## src/sv/serial_line_editor_defines.svh

```systemverilog
// assertion macros for the serial line editor
// used by the top level; expects clk and rst_n in scope
`ifndef SERIAL_LINE_EDITOR_DEFINES_SVH
`define SERIAL_LINE_EDITOR_DEFINES_SVH

// same-cycle implication, disabled in reset
`define SLE_ASSERT_NOW(label, ante, cons, msg) \
    label: assert property (@(posedge clk) disable iff (!rst_n) (ante) |-> (cons)) \
        else $error(msg);

// next-cycle implication, disabled in reset
`define SLE_ASSERT_NEXT(label, ante, cons, msg) \
    label: assert property (@(posedge clk) disable iff (!rst_n) (ante) |=> (cons)) \
        else $error(msg);

`endif

```

## src/sv/sle_pkg.sv

```systemverilog
// shared types and constants of the serial line editor
// no dependencies
package sle_pkg;

    localparam int LINE_CAP   = 32;
    localparam int LEN_W      = $clog2(LINE_CAP);
    localparam int FIFO_DEPTH = 2;

    localparam logic [LEN_W-1:0] LEN_MAX = LEN_W'(LINE_CAP - 1);

    localparam logic [7:0] CH_BS       = 8'h08;
    localparam logic [7:0] CH_LF       = 8'h0A;
    localparam logic [7:0] CH_CR       = 8'h0D;
    localparam logic [7:0] CH_SPACE    = 8'h20;
    localparam logic [7:0] CH_PRINT_LO = 8'h20;
    localparam logic [7:0] CH_PRINT_HI = 8'h7E;
    localparam logic [7:0] CH_DEL      = 8'h7F;

    localparam logic [1:0] KIND_ECHO = 2'd0;
    localparam logic [1:0] KIND_LINE = 2'd1;
    localparam logic [1:0] KIND_END  = 2'd2;
    localparam logic [1:0] KIND_RSVD = 2'd3;

    typedef enum logic [1:0] {
        OP_PRINT,
        OP_ERASE,
        OP_EOL
    } cmd_op_t;

    typedef struct packed {
        cmd_op_t    op;
        logic [7:0] data;
    } cmd_t;

endpackage

```

## src/sv/sle_ram.sv

```systemverilog
// generic single-write, single-read memory with registered read data
// no dependencies
module sle_ram #(
    parameter int WIDTH = 8,
    parameter int DEPTH = 32
) (
    input  logic                     clk,
    input  logic                     wr_en,
    input  logic [$clog2(DEPTH)-1:0] wr_addr,
    input  logic [WIDTH-1:0]         wr_data,
    input  logic [$clog2(DEPTH)-1:0] rd_addr,
    output logic [WIDTH-1:0]         rd_data
);

    logic [WIDTH-1:0] mem [DEPTH];
    logic [WIDTH-1:0] rd_data_reg;

    always_ff @(posedge clk)
    begin
        if (wr_en)
        begin
            mem[wr_addr] <= wr_data;
        end
        rd_data_reg <= mem[rd_addr];
    end

    assign rd_data = rd_data_reg;

endmodule

```

## src/sv/sle_front.sv

```systemverilog
// front end: accepts received bytes and sorts them into line commands
// depends on sle_pkg
module sle_front (
    input  logic          rx_valid,
    output logic          rx_ready,
    input  logic [7:0]    rx_byte,
    input  logic          q_full,
    output logic          q_push,
    output sle_pkg::cmd_t q_cmd
);

    logic keep;

    always_comb
    begin
        keep        = 1'b1;
        q_cmd.data  = rx_byte;
        q_cmd.op    = sle_pkg::OP_PRINT;
        priority if (rx_byte == sle_pkg::CH_CR || rx_byte == sle_pkg::CH_LF)
        begin
            q_cmd.op = sle_pkg::OP_EOL;
        end
        else if (rx_byte == sle_pkg::CH_BS || rx_byte == sle_pkg::CH_DEL)
        begin
            q_cmd.op = sle_pkg::OP_ERASE;
        end
        else if (rx_byte >= sle_pkg::CH_PRINT_LO && rx_byte <= sle_pkg::CH_PRINT_HI)
        begin
            q_cmd.op = sle_pkg::OP_PRINT;
        end
        else
        begin
            keep = 1'b0;
        end
    end

    // ignored bytes (other controls and 80..FF) are taken and dropped
    assign rx_ready = !q_full;
    assign q_push   = rx_valid && !q_full && keep;

endmodule

```

## src/sv/sle_cmd_fifo.sv

```systemverilog
// short command queue between front end and back end
// depends on sle_pkg
module sle_cmd_fifo (
    input  logic          clk,
    input  logic          rst_n,
    input  logic          push,
    input  sle_pkg::cmd_t push_cmd,
    input  logic          pop,
    output logic          full,
    output logic          not_empty,
    output sle_pkg::cmd_t head
);

    localparam int PTR_W = (sle_pkg::FIFO_DEPTH > 1) ? $clog2(sle_pkg::FIFO_DEPTH) : 1;
    localparam int CNT_W = $clog2(sle_pkg::FIFO_DEPTH + 1);
    localparam logic [PTR_W-1:0] PTR_LAST = PTR_W'(sle_pkg::FIFO_DEPTH - 1);
    localparam logic [CNT_W-1:0] CNT_FULL = CNT_W'(sle_pkg::FIFO_DEPTH);

    sle_pkg::cmd_t    entry_reg [sle_pkg::FIFO_DEPTH];
    logic [PTR_W-1:0] wr_ptr_reg, wr_ptr_next;
    logic [PTR_W-1:0] rd_ptr_reg, rd_ptr_next;
    logic [CNT_W-1:0] count_reg, count_next;
    logic             do_push, do_pop;

    assign full      = (count_reg == CNT_FULL);
    assign not_empty = (count_reg != '0);
    assign head      = entry_reg[rd_ptr_reg];
    assign do_push   = push && !full;
    assign do_pop    = pop && not_empty;

    always_comb
    begin
        wr_ptr_next = wr_ptr_reg;
        rd_ptr_next = rd_ptr_reg;
        count_next  = count_reg;
        if (do_push)
        begin
            wr_ptr_next = (wr_ptr_reg == PTR_LAST) ? '0 : wr_ptr_reg + 1'b1;
        end
        if (do_pop)
        begin
            rd_ptr_next = (rd_ptr_reg == PTR_LAST) ? '0 : rd_ptr_reg + 1'b1;
        end
        if (do_push && !do_pop)
        begin
            count_next = count_reg + 1'b1;
        end
        else if (do_pop && !do_push)
        begin
            count_next = count_reg - 1'b1;
        end
    end

    always_ff @(posedge clk or negedge rst_n)
    begin
        if (!rst_n)
        begin
            wr_ptr_reg <= '0;
            rd_ptr_reg <= '0;
            count_reg  <= '0;
        end
        else
        begin
            wr_ptr_reg <= wr_ptr_next;
            rd_ptr_reg <= rd_ptr_next;
            count_reg  <= count_next;
        end
    end

    always_ff @(posedge clk)
    begin
        if (do_push)
        begin
            entry_reg[wr_ptr_reg] <= push_cmd;
        end
    end

endmodule

```

## src/sv/sle_back.sv

```systemverilog
// back end: line store, edit sequencer and output register
// depends on sle_pkg and sle_ram
module sle_back (
    input  logic          clk,
    input  logic          rst_n,
    input  logic          q_valid,
    input  sle_pkg::cmd_t q_head,
    output logic          q_pop,
    output logic          res_valid,
    input  logic          res_ready,
    output logic [7:0]    out_byte,
    output logic [1:0]    out_kind,
    output logic          last_of_run
);

    localparam int LW = sle_pkg::LEN_W;

    typedef enum logic [2:0] {
        ST_IDLE,
        ST_ERASE,
        ST_CR,
        ST_LF,
        ST_TRIM,
        ST_DRAIN,
        ST_END
    } state_t;

    state_t        state_reg, state_next;
    logic [LW-1:0] len_reg, len_next;
    logic [LW-1:0] idx_reg, idx_next;
    logic [1:0]    step_reg, step_next;
    logic          valid_reg, valid_next;
    logic [7:0]    byte_reg, byte_next;
    logic [1:0]    kind_reg, kind_next;
    logic          last_reg, last_next;

    logic          can_load;
    logic          emit;
    logic [7:0]    e_byte;
    logic [1:0]    e_kind;
    logic          e_last;
    logic          wr_en;
    logic [LW-1:0] rd_addr;
    logic [7:0]    rd_data;
    logic [LW-1:0] idx_inc;

    sle_ram #(
        .WIDTH (8),
        .DEPTH (sle_pkg::LINE_CAP)
    ) u_store (
        .clk     (clk),
        .wr_en   (wr_en),
        .wr_addr (len_reg),
        .wr_data (q_head.data),
        .rd_addr (rd_addr),
        .rd_data (rd_data)
    );

    assign can_load = !valid_reg || res_ready;
    assign idx_inc  = idx_reg + 1'b1;

    always_comb
    begin
        state_next = state_reg;
        len_next   = len_reg;
        idx_next   = idx_reg;
        step_next  = step_reg;
        q_pop      = 1'b0;
        emit       = 1'b0;
        e_byte     = 8'h00;
        e_kind     = sle_pkg::KIND_ECHO;
        e_last     = 1'b0;
        wr_en      = 1'b0;
        rd_addr    = idx_reg;

        unique case (state_reg)
            ST_IDLE:
            begin
                if (q_valid && can_load)
                begin
                    q_pop = 1'b1;
                    unique case (q_head.op)
                        sle_pkg::OP_PRINT:
                        begin
                            if (len_reg != sle_pkg::LEN_MAX)
                            begin
                                wr_en    = 1'b1;
                                len_next = len_reg + 1'b1;
                                emit     = 1'b1;
                                e_byte   = q_head.data;
                                e_last   = 1'b1;
                            end
                        end
                        sle_pkg::OP_ERASE:
                        begin
                            if (len_reg != '0)
                            begin
                                len_next   = len_reg - 1'b1;
                                step_next  = 2'd0;
                                state_next = ST_ERASE;
                            end
                        end
                        sle_pkg::OP_EOL:
                        begin
                            if (len_reg != '0)
                            begin
                                state_next = ST_CR;
                            end
                        end
                        default:
                        begin
                        end
                    endcase
                end
            end
            ST_ERASE:
            begin
                if (can_load)
                begin
                    emit      = 1'b1;
                    e_byte    = (step_reg == 2'd1) ? sle_pkg::CH_SPACE : sle_pkg::CH_BS;
                    e_last    = (step_reg == 2'd2);
                    step_next = step_reg + 1'b1;
                    if (step_reg == 2'd2)
                    begin
                        state_next = ST_IDLE;
                    end
                end
            end
            ST_CR:
            begin
                if (can_load)
                begin
                    emit       = 1'b1;
                    e_byte     = sle_pkg::CH_CR;
                    state_next = ST_LF;
                end
            end
            ST_LF:
            begin
                // fetch the last held byte for the trim check
                rd_addr = len_reg - 1'b1;
                if (can_load)
                begin
                    emit       = 1'b1;
                    e_byte     = sle_pkg::CH_LF;
                    state_next = ST_TRIM;
                end
            end
            ST_TRIM:
            begin
                if (rd_data == sle_pkg::CH_SPACE)
                begin
                    len_next = len_reg - 1'b1;
                    rd_addr  = len_reg - LW'(2);
                    if (len_reg == LW'(1))
                    begin
                        state_next = ST_END;
                    end
                end
                else
                begin
                    idx_next   = '0;
                    rd_addr    = '0;
                    state_next = ST_DRAIN;
                end
            end
            ST_DRAIN:
            begin
                if (can_load)
                begin
                    emit     = 1'b1;
                    e_byte   = rd_data;
                    e_kind   = sle_pkg::KIND_LINE;
                    idx_next = idx_inc;
                    rd_addr  = idx_inc;
                    if (idx_inc == len_reg)
                    begin
                        state_next = ST_END;
                    end
                end
            end
            ST_END:
            begin
                if (can_load)
                begin
                    emit       = 1'b1;
                    e_byte     = 8'h00;
                    e_kind     = sle_pkg::KIND_END;
                    e_last     = 1'b1;
                    len_next   = '0;
                    state_next = ST_IDLE;
                end
            end
            default:
            begin
                state_next = ST_IDLE;
            end
        endcase

        valid_next = valid_reg;
        byte_next  = byte_reg;
        kind_next  = kind_reg;
        last_next  = last_reg;
        if (emit)
        begin
            valid_next = 1'b1;
            byte_next  = e_byte;
            kind_next  = e_kind;
            last_next  = e_last;
        end
        else if (res_ready)
        begin
            valid_next = 1'b0;
        end
    end

    always_ff @(posedge clk or negedge rst_n)
    begin
        if (!rst_n)
        begin
            state_reg <= ST_IDLE;
            len_reg   <= '0;
            idx_reg   <= '0;
            step_reg  <= '0;
            valid_reg <= 1'b0;
            byte_reg  <= '0;
            kind_reg  <= sle_pkg::KIND_ECHO;
            last_reg  <= 1'b0;
        end
        else
        begin
            state_reg <= state_next;
            len_reg   <= len_next;
            idx_reg   <= idx_next;
            step_reg  <= step_next;
            valid_reg <= valid_next;
            byte_reg  <= byte_next;
            kind_reg  <= kind_next;
            last_reg  <= last_next;
        end
    end

    assign res_valid   = valid_reg;
    assign out_byte    = byte_reg;
    assign out_kind    = kind_reg;
    assign last_of_run = last_reg;

endmodule

```

## src/sv/serial_line_editor.sv

```systemverilog
// a printable echo beat is loaded into the output register as its command is popped
// back end steps: printable (pop, echo unless the line is full), erase (pop, three echo beats), ignored bytes none
// end of a nonempty line, n held and t trailing spaces: pop, cr, lf, t + 1 trim checks,
//   n - t drain beats, end marker; t trim checks and no drain beats when the line is all spaces
// the output register sends at most one result per cycle; a two-entry queue decouples rx
// reset clears line length, queue and output valid; the line store itself is not cleared
`include "serial_line_editor_defines.svh"

module serial_line_editor (
    input  logic       clk,
    input  logic       rst_n,
    input  logic       rx_valid,
    output logic       rx_ready,
    input  logic [7:0] rx_byte,
    output logic       res_valid,
    input  logic       res_ready,
    output logic [7:0] out_byte,
    output logic [1:0] out_kind,
    output logic       last_of_run
);

    logic          q_full;
    logic          q_push;
    logic          q_pop;
    logic          q_not_empty;
    sle_pkg::cmd_t q_cmd;
    sle_pkg::cmd_t q_head;

    sle_front u_front (
        .rx_valid (rx_valid),
        .rx_ready (rx_ready),
        .rx_byte  (rx_byte),
        .q_full   (q_full),
        .q_push   (q_push),
        .q_cmd    (q_cmd)
    );

    sle_cmd_fifo u_fifo (
        .clk       (clk),
        .rst_n     (rst_n),
        .push      (q_push),
        .push_cmd  (q_cmd),
        .pop       (q_pop),
        .full      (q_full),
        .not_empty (q_not_empty),
        .head      (q_head)
    );

    sle_back u_back (
        .clk         (clk),
        .rst_n       (rst_n),
        .q_valid     (q_not_empty),
        .q_head      (q_head),
        .q_pop       (q_pop),
        .res_valid   (res_valid),
        .res_ready   (res_ready),
        .out_byte    (out_byte),
        .out_kind    (out_kind),
        .last_of_run (last_of_run)
    );

    `SLE_ASSERT_NOW(a_kind_legal, res_valid, out_kind != sle_pkg::KIND_RSVD, "reserved kind")
    `SLE_ASSERT_NOW(a_end_marker, res_valid && out_kind == sle_pkg::KIND_END, out_byte == 8'h00 && last_of_run, "bad end marker")
    `SLE_ASSERT_NOW(a_line_byte, res_valid && out_kind == sle_pkg::KIND_LINE, !last_of_run && out_byte >= sle_pkg::CH_PRINT_LO && out_byte <= sle_pkg::CH_PRINT_HI, "bad line byte")
    `SLE_ASSERT_NEXT(a_line_then_more, res_valid && res_ready && out_kind == sle_pkg::KIND_LINE, res_valid, "line beat not followed by another beat")

endmodule

```

## config.mk

```make
export PLATFORM = sky130hd
export DESIGN_NAME = serial_line_editor
export DESIGN_NICKNAME = d
export VERILOG_FILES = /design/src/sv/sle_pkg.sv /design/src/sv/sle_ram.sv /design/src/sv/sle_front.sv /design/src/sv/sle_cmd_fifo.sv /design/src/sv/sle_back.sv /design/src/sv/serial_line_editor.sv
export VERILOG_INCLUDE_DIRS = /design/src /design/src/sv
export SDC_FILE = /design/constraint.sdc
export NUM_CORES = 1
export LEC_CHECK = 0
export BUFFER_PORTS_ARGS = -buffer_cell sky130_fd_sc_hd__buf_2
export CAP_MARGIN = 20
export CORE_ASPECT_RATIO = 1.2
export CORE_UTILIZATION = 40
export DETAILED_ROUTE_END_ITERATION = 12
export HOLD_SLACK_MARGIN = 0.12
export PLACE_DENSITY = 0.57
export SLEW_MARGIN = 30
export SYNTH_ARGS = -nofsm -noshare
export SYNTH_HDL_FRONTEND = slang
export SYNTH_SLANG_ARGS = --single-unit
```

## constraint.sdc

```tcl
create_clock -name clk -period 3.8 [get_ports clk]
set_clock_uncertainty 0.15 [all_clocks]
set_input_delay 0.57 -clock clk [delete_from_list [all_inputs] [get_ports clk]]
set_output_delay 0.57 -clock clk [all_outputs]
set_load 0.01 [all_outputs]
```

Word-level counts from Yosys, hierarchy flattened
Memories as Yosys holds them, arrays and structs flattened. A register that Yosys moved wholly into a read port is not among the register bits.
Index checks and enable logic that the tools add are counted.
{ "word_totals": {"regBits": 31, "mem_bits_rw": 276, "inputBits": 12, "wordCells": 158, "mem_count": 2} }
{ "op_classes": {"addsub": 9, "n_lt_le_gt_ge": 2, "n_eq_ne": 37, "n_mux": 68, "reduce_logical": 29} }
{ "memory_table": {"columns": ["memory", "depth", "width", "read_ports", "rd_clocked_by_memory_dff", "wr", "line_no", "rtl"], "rows": [
  ["u_back.u_store.mem", 32, 8, 1, 1, 1, "sle_ram.sv:15", "logic [WIDTH-1:0] mem [DEPTH];"],
  ["u_fifo.entry_reg", 2, 10, 1, 0, 1, "sle_cmd_fifo.sv:19", "sle_pkg::cmd_t entry_reg [sle_pkg::FIFO_DEPTH];"]
]} }
{ "op_table": {"columns": ["operator", "n"], "rows": [
  ["$mux 5", 8],
  ["$mux 8", 5],
  ["$pmux 8 s5", 1],
  ["$mux 3", 12],
  ["$pmux 5 s3", 2],
  ["$eq 8x4->1 const B", 3],
  ["$mux 1", 21],
  ["$pmux 3 s7", 1],
  ["$ne 2x1->1 const B", 10],
  ["$pmux 5 s2", 2],
  ["$mux 2", 8],
  ["$reduce_and 12->1", 1],
  ["$add 5x1->5 const B", 2],
  ["$reduce_bool 2->1", 5],
  ["$eq 3x3->1 const B", 3],
  ["$ne 3x2->1 const B", 3],
  ["$ne 3x3->1 const B", 3],
  ["$eq 8x6->1 const B", 1],
  ["$eq 8x7->1 const B", 1],
  ["$ge 8x6->1 const B", 1],
  ["$le 8x7->1 const B", 1],
  ["$logic_and 1x1->1", 8],
  ["$mux 4", 2],
  ["$pmux 2 s2", 2],
  ["other kinds (27)", 39]
]} }

Depth between registers and ports, before layout
{ "depth": {"ltp_word": 11, "depth_mapped": 13} }

Cells and area by module
From an unflattened synthesis, not the netlist that was laid out.
{ "hier_totals": {"cells_unflattened": 739, "area_unflattened_um2": 13367.8} }
{ "by_module_without_submodules": {"columns": ["mod", "instances", "cells_each", "area_each_um2", "seq_area_each_um2"], "rows": [
  ["sle_ram", 1, 417, 10053.4, 7847.5],
  ["sle_back", 1, 246, 2180.8, 675.6],
  ["sle_cmd_fifo", 1, 50, 968.4, 700.7],
  ["sle_front", 1, 26, 165.2, 0.0]
]} }

Worst setup path before layout
Ideal clock, no wire load.
{ "synth_timing": {"path_type": "reg-to-reg", "from": "reg u_back.len_reg[1]", "to": "reg u_back.u_store.rd_data_reg[1] (netlist: u_back.u_store.rd_data[1]) (read register of u_back.u_store.mem)", "arrival_ns": 3.022, "t_required_ns": 3.527, "setup_slack_ns": 0.505, "path_stages_with_launch": 14, "synth_period_minus_slack_ns": 3.295, "path_cell_list": "dfrtp_1 clkbuf_1 inv_1 ha_1 and2_1 a222oi_1 clkbuf_1 a21oi_1 clkbuf_1 clkbuf_1 nand2_1 nand3_1 a311oi_1 nor4_1"} }
{ "synth_via": {"elab_chain_cells": 3, "word_cells_on_any_way": 4, "cone_classes": "add/sub: 2; mux: 2"} }
{ "synth_lines": {"columns": ["element", "line_no", "rtl"], "rows": [
  ["start: declaration", "sle_back.sv:29", "logic [LW-1:0] len_reg, len_next;"],
  ["start signal: assignment", "sle_back.sv:234", "len_reg <= len_next;"],
  ["$sub 5x2->5", "sle_back.sv:155", "rd_addr = len_reg - LW'(2);"],
  ["$mux 5", "sle_back.sv:152", "if (rd_data == sle_pkg::CH_SPACE)"],
  ["$pmux 5 s3 *", "sle_back.sv:76", "unique case (state_reg)"],
  ["end: declaration", "sle_ram.sv:16", "logic [WIDTH-1:0] rd_data_reg;"]
]} }
Every way passes the cells marked *; elsewhere a longest branch is shown, timed or not.
A chain may end at the register's enable or synchronous reset.

Worst setup path after layout
{ "layout_timing": {"from": "reg u_back.len_reg[1]", "to": "reg u_back.u_store.rd_data_reg[3] (netlist: u_back.u_store.rd_data[3]) (read register of u_back.u_store.mem)"} }
The elaborated chain is that of the path after synthesis.

==> metrics.md <==
| Metric | Value |
|---|---|
| Final core occ | `46.84%` |
| Netlist cell types | `68` |
| Final Max Slew Viols | `0` |
| Largest net degree at the start of global routing | `66` |
| Worst Setup EP | `u_back.u_store.rd_data[3]$_DFF_P_` |
| MaxCap Viol Count | `0` |
| Setup ws final | `234.3 ps` |
| WL per Instance | `23.11 um` |
| Flop2flop setup slack | `230 ps` |
| Full die area | `0.03626 mm2` |
| I/O Buffers | `24` |
| Synthesized flop and latch total | `315` |
| Outcome | `complete, no violations` |
| Clock Path Buffers | `3` |
| Hold Slack | `256.5 ps` |
| Reg2reg path depth | `11` |
| CP required | `4120 ps` |
| Tcrit/Tclk final | `93.84%` |
| Total Routing Usage GR | `21.47%` |
| Die W | `174.0 um` |
| Final setup viols | `0` |
| Fin. Hold Viols | `0` |
| Fillers | `3099` |
| Post-synthesis sequential area ratio | `64.96%` |
| CTS root buf | `clkbuf_16` |
| Clk_lat worst skew | `590 ps` |
| Final nets | `1228` |
| Setup Fix Bufs, Post-CTS | `0` |
| Vias | `9825` |
| HP Class | `input port to flop` |
| Tmin final | `3566 ps` |
| Met3 wire length | `2093 um` |
| Post-Synthesis Cell Area | `0.01420 mm2` |
| Initial cell density of the core | `40.57%` |
| Core Region | `0.03500 mm2` |
| Share of the synthesized area in the top cell type | `58.37%` |
| Relative slew slack | `37.13%` |
| Area occupied by multi-input gates | `0.004454 mm2` |
| Post-Route Setup TNS | `0 ps` |
| Highest Signal Layer | `met4` |
| # DRC | `0` |
| Routed wl met2 | `18840 um` |
| Clk slew on worst S/H paths | `70 ps` |
| Top_reg_cell synth | `edfxtp_1` |
| Die Span Y | `208.4 um` |
| Crit path launch type | `flop` |
| Worst-path fanout max | `65` |
| WL final | `38990 um` |
| Worst slew pin tran | `943.1 ps` |
| Std cell rows | `75` |
| Initial antenna violation count | `1` |
| Clk sinks | `315` |
| Kind of critical path | `flop to flop` |
| Critical Path Sink Type | `flop` |
| Gpl congestion | `0.8923` |
| Vias/cell | `5.824` |
| Largest register FFs | `256` |
| Cell accounting for the most synthesized area | `edfxtp_1` |
| Crit Reg-Reg Startpoint | `u_back.len_reg[1]$_DFFE_PN0P_` |
| RR Endpoint | `u_back.u_store.rd_data[3]$_DFF_P_` |
| Mapped Nets | `1166` |
| Data arrival, critical path | `3890 ps` |
| Drt first pass iters | `6` |
| Io pins | `25` |
| Peak supply drop | `0.4056 mV` |
| Inserted Clock Buffers | `31` |
| PwrDens | `756.6 mW/mm2` |
| N_diodes | `0` |
| Top cells by area, synth | `edfxtp_1, dfrtp_1, nand2_1` |
| Metal-1 WL | `16460 um` |
| Setup WS pre-CTS | `211.1 ps` |
| Syn avg cell area | `12.48 um2` |
| Htree depth | `1` |
| Area Overhead vs Synth | `15.46%` |
| GRT Residual Overflow | `0` |
| LEAKAGE | `0.005752 uW` |
| Yosys warning total | `0` |
| Antenna-violating nets left | `0` |
| CTS tree | `done` |
| Start point of the critical path | `u_back.len_reg[1]$_DFFE_PN0P_` |
| Post-synth EDFFs | `276` |
| DP HPWL | `25450 um` |
| Hold Crit Depth | `3` |
| Vias in the first global route | `9581` |
| First DRT Iteration DRCs | `972` |
| F_max | `0.2804 GHz` |
| Reg area | `0.009224 mm2` |
| Synth Instances | `1138` |
| Asr flop ratio synth | `9.841%` |
| RSZ-0062 raised after global routing | `no` |
| First-pass GRT wire length | `58950 um` |
| Layout cells sized above 1 | `14.86%` |
[final cells by class]
cell class | count | area share [%]
Multi-Input combinational cell | 686 | 27.17
Inverter | 51 | 1.168
Clock buffer | 32 | 4.755
Clock inverter | 26 | 1.732
Timing Repair Buffer | 115 | 5.388
Tap cell | 462 | 3.526
Sequential cell | 315 | 56.26
[stage by stage]
step / power (uW) / cell area, um2 / std cells
floorplan: 7597 / 14200 / 1138
global placement: 9178 / 15220 / 1619
detailed placement: 9187 / 15220 / 1619
CTS: 12400 / 16380 / 1686
global route: 13010 / 16390 / 1687
finish: 12400 / 16390 / 1687
[power breakdown]
group / internal [uW] / switching [uW] / total, uW / leakage [uW]
clock: 1840 / 1360 / 3200 / 0.000517
sequential: 4250 / 210 / 4460 / 0.00294
combinational: 1600 / 3140 / 4740 / 0.00229
[kinds of logic after synthesis]
logic type               count (synthesis)  share of synthesized area (%)
AND/OR/NAND/NOR                        333                          10.82
adder cells (fa/ha/maj)                 16                          1.410
AO/OA/AOI/OAI                          270                          14.12
flip-flops                             315                          64.96
multiplexers                            52                          3.745
buffers and inverters                  138                          4.088
XOR/XNOR                                14                         0.8635
[worst max-delay path, cell delays in order (launching register included)]
cell	delay (ps)
dfrtp_1	370
inv_1	160
ha_1	290
and2_1	150
a222oi_1	320
buf_4	330
a21o_4	270
buf_16	290
a221oi_1	150
o211ai_1	290
o2111ai_1	260
nor4_1	410
[metal layers]
metal / track usage, % / vias to the layer above
li1: - / 4492
met1: 27.71 / 4890
met2: 35.97 / 357
met3: 2.796 / 86
met4: 9.770 / 0
met5: 0 / -
[layout by cell type (no fill, tap or decap), drive strengths merged, types with 10 or more instances in the layout]
| cell type | count |
|---|---|
| a2111oi | 26 |
| a211oi | 44 |
| a21oi | 44 |
| a221oi | 22 |
| a32oi | 14 |
| buf | 106 |
| clkbuf | 32 |
| clkinv | 15 |
| dfrtp | 31 |
| edfxtp | 276 |
| ha | 16 |
| inv | 53 |
| mux2i | 43 |
| nand2 | 152 |
| nand3 | 46 |
| nor2 | 61 |
| nor3 | 10 |
| nor4 | 14 |
| o211ai | 23 |
| o21ai | 24 |
| o22ai | 11 |
| o41ai | 10 |
[worst min path at each step]
stage,startpoint,end,slack [ps]
final,rx_valid,u_fifo.wr_ptr_reg$_DFFE_PN0P_,260
after global routing,rx_valid,u_fifo.wr_ptr_reg$_DFFE_PN0P_,280
after CTS,rx_valid,u_fifo.wr_ptr_reg$_DFFE_PN0P_,250
after detailed placement,u_back.out_byte[7]$_DFFE_PN0P_,u_back.out_byte[7]$_DFFE_PN0P_,310
after global placement,u_back.out_kind[1]$_DFFE_PN0P_,u_back.out_kind[1]$_DFFE_PN0P_,300
after floorplan,rst_n,u_back.idx_reg[0]$_DFFE_PN0P_,120
[repair_timing]
| action | in CTS | in global routing |
|---|---|---|
| hold buffers | 9 | 0 |
| endpoints found under the setup margin | 0 | 1 |
| resized for setup | 0 | 1 |
| hold endpoints to repair | 47 | 0 |
[synth_stat cells, drive strengths merged (10+ instances only)]
| master | instances |
|---|---|
| o211ai | 23 |
| inv | 51 |
| dfrtp | 31 |
| a221oi | 22 |
| nand3 | 46 |
| a2111oi | 26 |
| buf | 24 |
| o21ai | 24 |
| mux2i | 43 |
| a21oi | 44 |
| nor2 | 61 |
| ha | 16 |
| nor3 | 10 |
| clkbuf | 63 |
| o22ai | 11 |
| a211oi | 44 |
| o41ai | 10 |
| nand2 | 152 |
| edfxtp | 276 |
| nor4 | 14 |
| a32oi | 14 |
No activity file was read; power rests on OpenSTA's default activity.
